## config.mk

```make
export PLATFORM = sky130hd
export DESIGN_NAME = ctrl_key_escape_sequence_matcher
export DESIGN_NICKNAME = d
export VERILOG_FILES = /design/src/sv/cksm_pkg.sv /design/src/sv/ctrl_key_escape_sequence_matcher.sv
export SDC_FILE = /design/constraint.sdc
export NUM_CORES = 1
export LEC_CHECK = 0
export BUFFER_PORTS_ARGS = -buffer_cell sky130_fd_sc_hd__buf_2
export CAP_MARGIN = 20
export CORE_AREA = 2 2 189 191
export DETAILED_ROUTE_END_ITERATION = 8
export DIE_AREA = 0 0 191 193
export GPL_TIMING_DRIVEN = 0
export PLACE_DENSITY_LB_ADDON = 0.3
export SYNTH_ARGS = -nofsm -noshare
export SYNTH_HDL_FRONTEND = slang
export SYNTH_SLANG_ARGS = --single-unit
```

## constraint.sdc

```tcl
create_clock -name aclk -period 38.6 [get_ports aclk]
set_input_delay 7.72 -clock aclk [delete_from_list [all_inputs] [get_ports aclk]]
set_output_delay 7.72 -clock aclk [all_outputs]
set_load 0.01 [all_outputs]
```

## src/sv/cksm_pkg.sv

```systemverilog
// ----------------------------------------------------------------------------
// cksm_pkg
// Shared codes and character constants for the ctrl-key escape sequence
// matcher: parser phase types and the fixed byte values of the sequences.
// ----------------------------------------------------------------------------
package cksm_pkg;

    typedef enum logic [6:0] {
        KP_PREFIX = 7'b0000001,
        KP_CODE0  = 7'b0000010,
        KP_CODE   = 7'b0000100,
        KP_MOD0   = 7'b0001000,
        KP_MOD    = 7'b0010000,
        KP_TAIL   = 7'b0100000,
        KP_FAIL   = 7'b1000000
    } csiu_phase_t;

    typedef enum logic [5:0] {
        MP_PREFIX = 6'b000001,
        MP_MOD0   = 6'b000010,
        MP_MOD    = 6'b000100,
        MP_KEY0   = 6'b001000,
        MP_KEY    = 6'b010000,
        MP_FAIL   = 6'b100000
    } mok_phase_t;

    localparam logic [7:0] CH_ESC      = 8'h1B;
    localparam logic [7:0] CH_LBRACKET = 8'h5B;
    localparam logic [7:0] CH_SEMI     = 8'h3B;
    localparam logic [7:0] CH_COLON    = 8'h3A;
    localparam logic [7:0] CH_U        = 8'h75;
    localparam logic [7:0] CH_TILDE    = 8'h7E;
    localparam logic [7:0] CH_ZERO     = 8'h30;
    localparam logic [7:0] CH_LOWER_A  = 8'h61;
    localparam logic [7:0] CH_UPPER_A  = 8'h41;
    localparam logic [7:0] ENTER_KEY   = 8'd13;
    localparam int         CTRL_BIT    = 2;
    localparam logic [4:0] LETTER_MAX  = 5'd25;
    localparam logic [2:0] COUNT_MAX   = 3'd7;
    localparam logic [2:0] MOK_PREFIX_LEN = 3'd5;

    // ESC [ 2 7 ;
    function automatic logic [7:0] mok_prefix_byte(input logic [2:0] idx);
        logic [7:0] ch;
        case (idx)
            3'd0:    ch = CH_ESC;
            3'd1:    ch = CH_LBRACKET;
            3'd2:    ch = 8'h32;
            3'd3:    ch = 8'h37;
            3'd4:    ch = CH_SEMI;
            default: ch = 8'h00;
        endcase
        return ch;
    endfunction

endpackage

```

## src/sv/ctrl_key_escape_sequence_matcher.sv

```systemverilog
// ----------------------------------------------------------------------------
// ctrl_key_escape_sequence_matcher
// Parses the bytes of one terminal key event and reports Ctrl+letter and
// Ctrl+Enter on the last byte.
// ----------------------------------------------------------------------------
// One byte is taken per cycle and every byte is parsed in the cycle it is
// accepted: the CSI-u and modifyOtherKeys parsers each update their decimal
// token with one multiply-by-ten and add. Only the byte flagged by tlast
// produces a request on the master side; it is registered in the cycle
// after acceptance, and the input keeps accepting while that register is
// empty or being taken. The target letter (0 = a .. 25 = z) is written by
// the user via cfg_wen/cfg_wdata, only while idle; this is not enforced.
module ctrl_key_escape_sequence_matcher #(
    parameter int VALUE_BITS = 31
) (
    input  logic       aclk,
    input  logic       aresetn,
    input  logic       cfg_wen,
    input  logic [4:0] cfg_wdata,    // target_letter
    input  logic       s_tvalid,
    output logic       s_tready,
    input  logic [7:0] s_tdata,      // in_byte
    input  logic       s_tlast,      // last_byte
    output logic       m_tvalid,
    input  logic       m_tready,
    output logic [7:0] m_tdata       // ctrl_letter_hit, ctrl_enter_hit, zero pad
);
    import cksm_pkg::*;

    localparam int WIDE_BITS = VALUE_BITS + 4;
    localparam logic [VALUE_BITS-1:0] VALUE_MAX = {VALUE_BITS{1'b1}};

    logic [4:0]            target_letter_reg;
    logic [2:0]            byte_count_reg, byte_count_next;
    csiu_phase_t           csiu_phase_reg, csiu_phase_next;
    logic [VALUE_BITS-1:0] csiu_code_reg, csiu_code_next;
    logic [VALUE_BITS-1:0] csiu_mod_reg, csiu_mod_next;
    mok_phase_t            mok_phase_reg, mok_phase_next;
    logic [VALUE_BITS-1:0] mok_mod_reg, mok_mod_next;
    logic [VALUE_BITS-1:0] mok_key_reg, mok_key_next;
    logic [3:0]            overflow_reg, overflow_next;
    logic                  m_tvalid_reg;
    logic [1:0]            hits_reg, hits_next;

    logic                  s_accept;
    logic                  is_digit;
    logic [7:0]            b;
    logic                  letter_ok;
    logic [VALUE_BITS-1:0] lower_val, upper_val;

    function automatic logic [VALUE_BITS:0] accumulate(
        input logic [VALUE_BITS-1:0] v,
        input logic [7:0]            ch
    );
        logic [WIDE_BITS-1:0] wide;
        logic [WIDE_BITS-1:0] ext;
        ext  = WIDE_BITS'(v);
        wide = (ext << 3) + (ext << 1) + WIDE_BITS'(ch - CH_ZERO);
        if (wide > WIDE_BITS'(VALUE_MAX)) begin
            return {1'b1, VALUE_MAX};
        end
        return {1'b0, wide[VALUE_BITS-1:0]};
    endfunction

    function automatic logic is_ctrl(input logic [VALUE_BITS-1:0] m);
        logic [VALUE_BITS-1:0] m1;
        m1 = m - VALUE_BITS'(1);
        return (m != '0) && m1[CTRL_BIT];
    endfunction

    assign s_tready = !m_tvalid_reg || m_tready;
    assign s_accept = s_tvalid && s_tready;
    assign m_tvalid = m_tvalid_reg;
    assign m_tdata  = {6'b0, hits_reg};

    assign b         = s_tdata;
    assign is_digit  = b inside {[8'h30:8'h39]};
    assign letter_ok = target_letter_reg <= LETTER_MAX;
    assign lower_val = VALUE_BITS'(CH_LOWER_A + {3'b0, target_letter_reg});
    assign upper_val = VALUE_BITS'(CH_UPPER_A + {3'b0, target_letter_reg});

    always_comb begin
        byte_count_next = byte_count_reg;
        csiu_phase_next = csiu_phase_reg;
        csiu_code_next  = csiu_code_reg;
        csiu_mod_next   = csiu_mod_reg;
        mok_phase_next  = mok_phase_reg;
        mok_mod_next    = mok_mod_reg;
        mok_key_next    = mok_key_reg;
        overflow_next   = overflow_reg;
        hits_next       = 2'b00;

        // csi-u parser
        case (csiu_phase_reg)
            KP_PREFIX: begin
                if (byte_count_reg > 3'd1 ||
                    b != ((byte_count_reg == 3'd0) ? CH_ESC : CH_LBRACKET)) begin
                    csiu_phase_next = KP_FAIL;
                end else if (byte_count_reg == 3'd1) begin
                    csiu_phase_next = KP_CODE0;
                end
            end
            KP_CODE0, KP_CODE: begin
                if (is_digit) begin
                    if (!overflow_reg[0]) begin
                        {overflow_next[0], csiu_code_next} = accumulate(csiu_code_reg, b);
                    end
                    csiu_phase_next = KP_CODE;
                end else if (b == CH_SEMI && csiu_phase_reg == KP_CODE) begin
                    csiu_phase_next = KP_MOD0;
                end else begin
                    csiu_phase_next = KP_FAIL;
                end
            end
            KP_MOD0, KP_MOD: begin
                if (is_digit) begin
                    if (!overflow_reg[1]) begin
                        {overflow_next[1], csiu_mod_next} = accumulate(csiu_mod_reg, b);
                    end
                    csiu_phase_next = KP_MOD;
                end else if (b == CH_COLON && csiu_phase_reg == KP_MOD) begin
                    csiu_phase_next = KP_TAIL;
                end else begin
                    csiu_phase_next = KP_FAIL;
                end
            end
            KP_TAIL: csiu_phase_next = KP_TAIL;
            default: csiu_phase_next = KP_FAIL;
        endcase

        // modifyOtherKeys parser
        case (mok_phase_reg)
            MP_PREFIX: begin
                if (byte_count_reg >= MOK_PREFIX_LEN ||
                    b != mok_prefix_byte(byte_count_reg)) begin
                    mok_phase_next = MP_FAIL;
                end else if (byte_count_reg == MOK_PREFIX_LEN - 3'd1) begin
                    mok_phase_next = MP_MOD0;
                end
            end
            MP_MOD0, MP_MOD: begin
                if (is_digit) begin
                    if (!overflow_reg[2]) begin
                        {overflow_next[2], mok_mod_next} = accumulate(mok_mod_reg, b);
                    end
                    mok_phase_next = MP_MOD;
                end else if (b == CH_SEMI && mok_phase_reg == MP_MOD) begin
                    mok_phase_next = MP_KEY0;
                end else begin
                    mok_phase_next = MP_FAIL;
                end
            end
            MP_KEY0, MP_KEY: begin
                if (is_digit) begin
                    if (!overflow_reg[3]) begin
                        {overflow_next[3], mok_key_next} = accumulate(mok_key_reg, b);
                    end
                    mok_phase_next = MP_KEY;
                end else begin
                    mok_phase_next = MP_FAIL;
                end
            end
            default: mok_phase_next = MP_FAIL;
        endcase

        if (byte_count_reg < COUNT_MAX) begin
            byte_count_next = byte_count_reg + 3'd1;
        end

        // result on the last byte, from the state before it
        if (letter_ok && byte_count_reg == 3'd0 && b == {3'b0, target_letter_reg} + 8'd1) begin
            hits_next[0] = 1'b1;
        end
        if (letter_ok && b == CH_U &&
            (csiu_phase_reg == KP_MOD || csiu_phase_reg == KP_TAIL) &&
            overflow_reg[1:0] == 2'b00 &&
            (csiu_code_reg == lower_val || csiu_code_reg == upper_val) &&
            is_ctrl(csiu_mod_reg)) begin
            hits_next[0] = 1'b1;
        end
        if (b == CH_TILDE && mok_phase_reg == MP_KEY && overflow_reg[3:2] == 2'b00 &&
            is_ctrl(mok_mod_reg)) begin
            if (letter_ok && (mok_key_reg == lower_val || mok_key_reg == upper_val)) begin
                hits_next[0] = 1'b1;
            end
            if (mok_key_reg == VALUE_BITS'(ENTER_KEY)) begin
                hits_next[1] = 1'b1;
            end
        end
    end

    always_ff @(posedge aclk) begin
        if (!aresetn) begin
            target_letter_reg <= '0;
            byte_count_reg    <= '0;
            csiu_phase_reg    <= KP_PREFIX;
            csiu_code_reg     <= '0;
            csiu_mod_reg      <= '0;
            mok_phase_reg     <= MP_PREFIX;
            mok_mod_reg       <= '0;
            mok_key_reg       <= '0;
            overflow_reg      <= '0;
            m_tvalid_reg      <= 1'b0;
        end else begin
            if (cfg_wen) begin
                target_letter_reg <= cfg_wdata;
            end
            if (m_tready) begin
                m_tvalid_reg <= 1'b0;
            end
            if (s_accept) begin
                if (s_tlast) begin
                    byte_count_reg <= '0;
                    csiu_phase_reg <= KP_PREFIX;
                    csiu_code_reg  <= '0;
                    csiu_mod_reg   <= '0;
                    mok_phase_reg  <= MP_PREFIX;
                    mok_mod_reg    <= '0;
                    mok_key_reg    <= '0;
                    overflow_reg   <= '0;
                    m_tvalid_reg   <= 1'b1;
                end else begin
                    byte_count_reg <= byte_count_next;
                    csiu_phase_reg <= csiu_phase_next;
                    csiu_code_reg  <= csiu_code_next;
                    csiu_mod_reg   <= csiu_mod_next;
                    mok_phase_reg  <= mok_phase_next;
                    mok_mod_reg    <= mok_mod_next;
                    mok_key_reg    <= mok_key_next;
                    overflow_reg   <= overflow_next;
                end
            end
        end
    end

    always_ff @(posedge aclk) begin
        if (s_accept && s_tlast) begin
            hits_reg <= hits_next;
        end
    end

    // enter key code never equals a letter code
    a_hits_exclusive: assert property (@(posedge aclk) disable iff (!aresetn)
        m_tvalid_reg |-> !(hits_reg[0] && hits_reg[1]))
        else $error("letter and enter hit together");

    a_event_cleared: assert property (@(posedge aclk) disable iff (!aresetn)
        (s_accept && s_tlast) |=> (byte_count_reg == 3'd0 && csiu_phase_reg == KP_PREFIX &&
                                   mok_phase_reg == MP_PREFIX && overflow_reg == 4'b0000))
        else $error("event state not cleared after last byte");

    a_no_spurious_result: assert property (@(posedge aclk) disable iff (!aresetn)
        (!m_tvalid_reg && s_accept && !s_tlast) |=> !m_tvalid_reg)
        else $error("result without last byte");

    a_overflow_saturated: assert property (@(posedge aclk) disable iff (!aresetn)
        overflow_reg[0] |-> csiu_code_reg == VALUE_MAX)
        else $error("overflowed token not saturated");

endmodule

```

==> summary.txt <==
========================================================================================
Transition time of the tightest slew-check pin                                    945 ps
Final routed DRC violation total                                                       0
Net Sw Frac                                                                        0.328
Final weighted congestion in routability-driven placement                          0.947
Max-slew violation total from the final report                                         0
I/O Buffers                                                                           19
Part of the power in the clock network                                             0.427
Crit Path Max Fanout                                                                   4
Number of buffers between clock root and the deepest sink                              2
Buffer cell driving the clock tree root                                        clkbuf_16
Total power consumption of the routed design                                      412 uW
CTS sink cnt                                                                         152
Final design instance area without fill                                     0.0186 sq mm
Register clock-pin slew on the reported worst setup and hold paths                 70 ps
Vias per Instance                                                                   6.22
Final Hold Slack                                                                  499 ps
Slew Limit Headroom                                                                0.354
Number of buffers and inverters on the critical path                                   2
Hold_sp                                                                     mok_phase_reg[0]
Final core utilization                                                             0.532
Share of power burned in registers                                                 0.388
Most frequent cells after synthesis                                         290 x a21oi_1, 180 x nand2_1, 153 x ha_1, 150 x dfxtp_1, 127 x o21ai_0
Width of the die                                                                  191 um
Core box area                                                               0.0350 sq mm
Initial Util                                                                       0.491
Hold violation count in the final report                                               0
Max-capacitance violation count                                                        0
Number of global-route vias before repair                                          15.7k
Delay of the slowest critical-path stage                                          180 ps
Congestion Overflow GR                                                                 0
Fill count                                                                          3293
Number of cells on the worst hold path                                                 2
Type of element capturing the critical path                                 primary output
Post-layout nets                                                                    2436
Clock network latency to the later pin of the worst-skew pair                     440 ps
Psw                                                                               135 uW
P&R area growth vs syn                                                             8.42%
Cts repair resizes                                                                     0
Die Y                                                                             193 um
Final antenna-violating net count                                                      0
Nature of the critical path startpoint                                         input pin
Wire length reported by the detailed router                                      48.6 mm
R2r setup slk                                                                   34000 ps
Crit Reg-Reg Endpoint                                                       csiu_mod_reg[24]
Cell family with most CP delay                                              buffers and inverters
Crit path required time                                                         30880 ps
Worst Path Arrival                                                               8150 ps
Critical-path cell list                                                     buf_2 > nand2b_1 > buf_2
First-pass GRT wire length                                                       79.7 mm
Most common flop cell mapped by yosys                                            dfxtp_1
Internal power summed over all cells                                              277 uW
TNS Setup                                                                           0 ps
Maximum number of pins on one net before global-route repair                          18
Total number of H-tree levels                                                          4
Initial antenna violation count                                                        2
Post-synthesis register bit count                                                    152
Minimum clock period                                                            15870 ps
P per Cell Area                                                             22.1 mW/mm^2
Number of synthesized flops with an enable pin                                         2
Max Fclk                                                                        63.0 MHz
Most area-consuming cells after synthesis                                   dfxtp_1 18%, fa_1 14%, ha_1 11%, a21oi_1 8.5%, xnor2_1 4.1%
Vias after detailed routing                                                        16.3k
Warning count from the yosys run                                                       0
Yosys top cell area share                                                          0.175
Tot GR Track Use                                                                   0.267
Tcrit/Tclk final                                                                   0.411
Combined area of all synthesized cells                                      0.0172 sq mm
Leakage power figure                                                          0.00811 uW
Final count of negative-setup-slack endpoints                                          0
Dominant cell by count in the synthesized netlist                                a21oi_1
Maximum ir drop on the vdd rail                                              0.0000275 V
Fraction of power consumed by combinational cells                                  0.186
Mean routed wirelength per cell                                                  18.6 um
Area leader, netlist                                                             dfxtp_1
Number of search-and-repair iterations in the first detailed-routing pass              6
Total area of multi-input combinational cells                               0.0133 sq mm
Result of the run                                                           complete, no violations
End point of the most critical hold path                                    mok_phase_reg[0]
Most common cell on crit path                                                      buf_2
Post-Syn Area per Cell                                                        8.22 sq um
Cell area reported after detailed placement                                 0.0180 sq mm
Standard-cell row count                                                               69
Reg-to-Reg Start                                                            csiu_mod_reg[2]
Type of the worst setup path                                                   in -> out
Class of the tightest hold or removal check                                   reg -> reg
# Post-CTS Setup Buffers                                                               0
Setup Skew                                                                       11.7 ps
Clock tree from TritonCTS                                                          built
Cell variety after synth                                                             100
Post-synth ARST share                                                                  0
Unrepaired setup endpoints after global routing                                    false
Share of post-route cells with drive strength above 1                             0.0649
Share of the yosys chip area belonging to registers                                0.179
I/O pin count                                                                         29
Half-perimeter wire length of the detailed placement result                      38.3 mm
Die area                                                                    0.0369 sq mm
Path depth of the worst reg2reg path                                                  14
Reg area                                                                    0.00306 sq mm
CTS Hold Bufs                                                                          0
1st-iter DRT viols                                                                  1278
Post-Synthesis Cells                                                                2088
Number of buffers inserted during clock tree synthesis                                17
Cell at the slowest stage of the critical path                                  nand2b_1
========================================================================================
==> logic make-up (layout without fill, tap and decap cells) <==
| logic type | count (synthesis) | count (layout) | synth area share |
|---|---|---|---|
| and+or+nand+nor | 567 | 567 | 0.166 |
| adders and majority gates | 274 | 274 | 0.252 |
| buffers and inverters | 185 | 249 | 0.0482 |
| other | 1 | 7 | 0.000219 |
| AOI/OAI and AO/OA | 765 | 765 | 0.281 |
| muxes | 11 | 11 | 0.00678 |
| xor gates and xnor gates | 133 | 133 | 0.0679 |
| DFF | 152 | 152 | 0.179 |
==> stage by stage <==
| step | setup slack [ps] | std cells |
|---|---|---|
| 3_5_place_dp | 22720 | 2586 |
| 6_report | 22730 | 2619 |
| 4_1_cts | 22720 | 2618 |
| 5_1_grt | 22700 | 2618 |
| 2_1_floorplan | 17490 | 2093 |
| 3_3_place_gp | 12670 | 2573 |
==> how the worst max path moves through the flow <==
stage,cells after the start,to,startpoint
final,3,s_tready,m_tready
after detailed placement,3,s_tready,m_tready
after floorplan,15,mok_mod_reg[7],s_tdata[4]
after CTS,3,s_tready,m_tready
after global placement,16,csiu_code_reg[3],s_tdata[4]
after global routing,3,s_tready,m_tready
==> cells in the final DEF, fill, tap and decap left out, drive strengths merged, types with 79 or more instances in the layout <==
cell type,synthesis,routed
nor2,108,108
a21oi,291,291
xnor2,80,80
o21ai,157,157
inv,70,79
nand2,180,180
ha,153,153
fa,120,120
dfxtp,150,150
clkbuf,73,90
==> power by group through the flow <==
| stage | logic (uW) | clock network (uW) | registers, uW |
|---|---|---|---|
| 4_1_cts | 75.6 | 176 | 159 |
| 3_3_place_gp | 72.0 | 0 | 163 |
| 6_report | 76.5 | 176 | 160 |
| 3_5_place_dp | 75.1 | 0 | 163 |
| 2_1_floorplan | 53.4 | 0 | 163 |
| 5_1_grt | 84.1 | 182 | 160 |
==> routing by layer <==
metal	routed length [um]	share of wire	track usage	up-vias
met5	12	0.00025	0	-
met4	1270	0.026	0.0865	2
met3	2410	0.050	0.0304	94
met2	22900	0.47	0.453	532
met1	22000	0.45	0.355	7805
li1	-	-	-	7854
==> cell type report <==
type,instances,share of cell area
well taps,461,0.0310
plain buffers,115,0.0303
repair buffers,32,0.0128
multi-input cells,1756,0.715
inverters,70,0.0141
clock inverters,15,0.00955
clock buffers,17,0.0229
flip-flops and latches,152,0.165
diodes,1,0.000135
==> worst register-to-register path, cell delays in order (launching register included) <==
cell and delay, ps:
dfxtp_1 460, inv_1 120, fa_1 490, inv_1 70
fa_1 490, a211oi_1 220, o21ai_0 220, o21ai_0 400
a21oi_1 220, nor2_1 280, o211a_1 230, o21ai_0 110
xnor2_1 490, clkbuf_1 470, a41oi_1 200
Power figures use the tool's default switching activity.
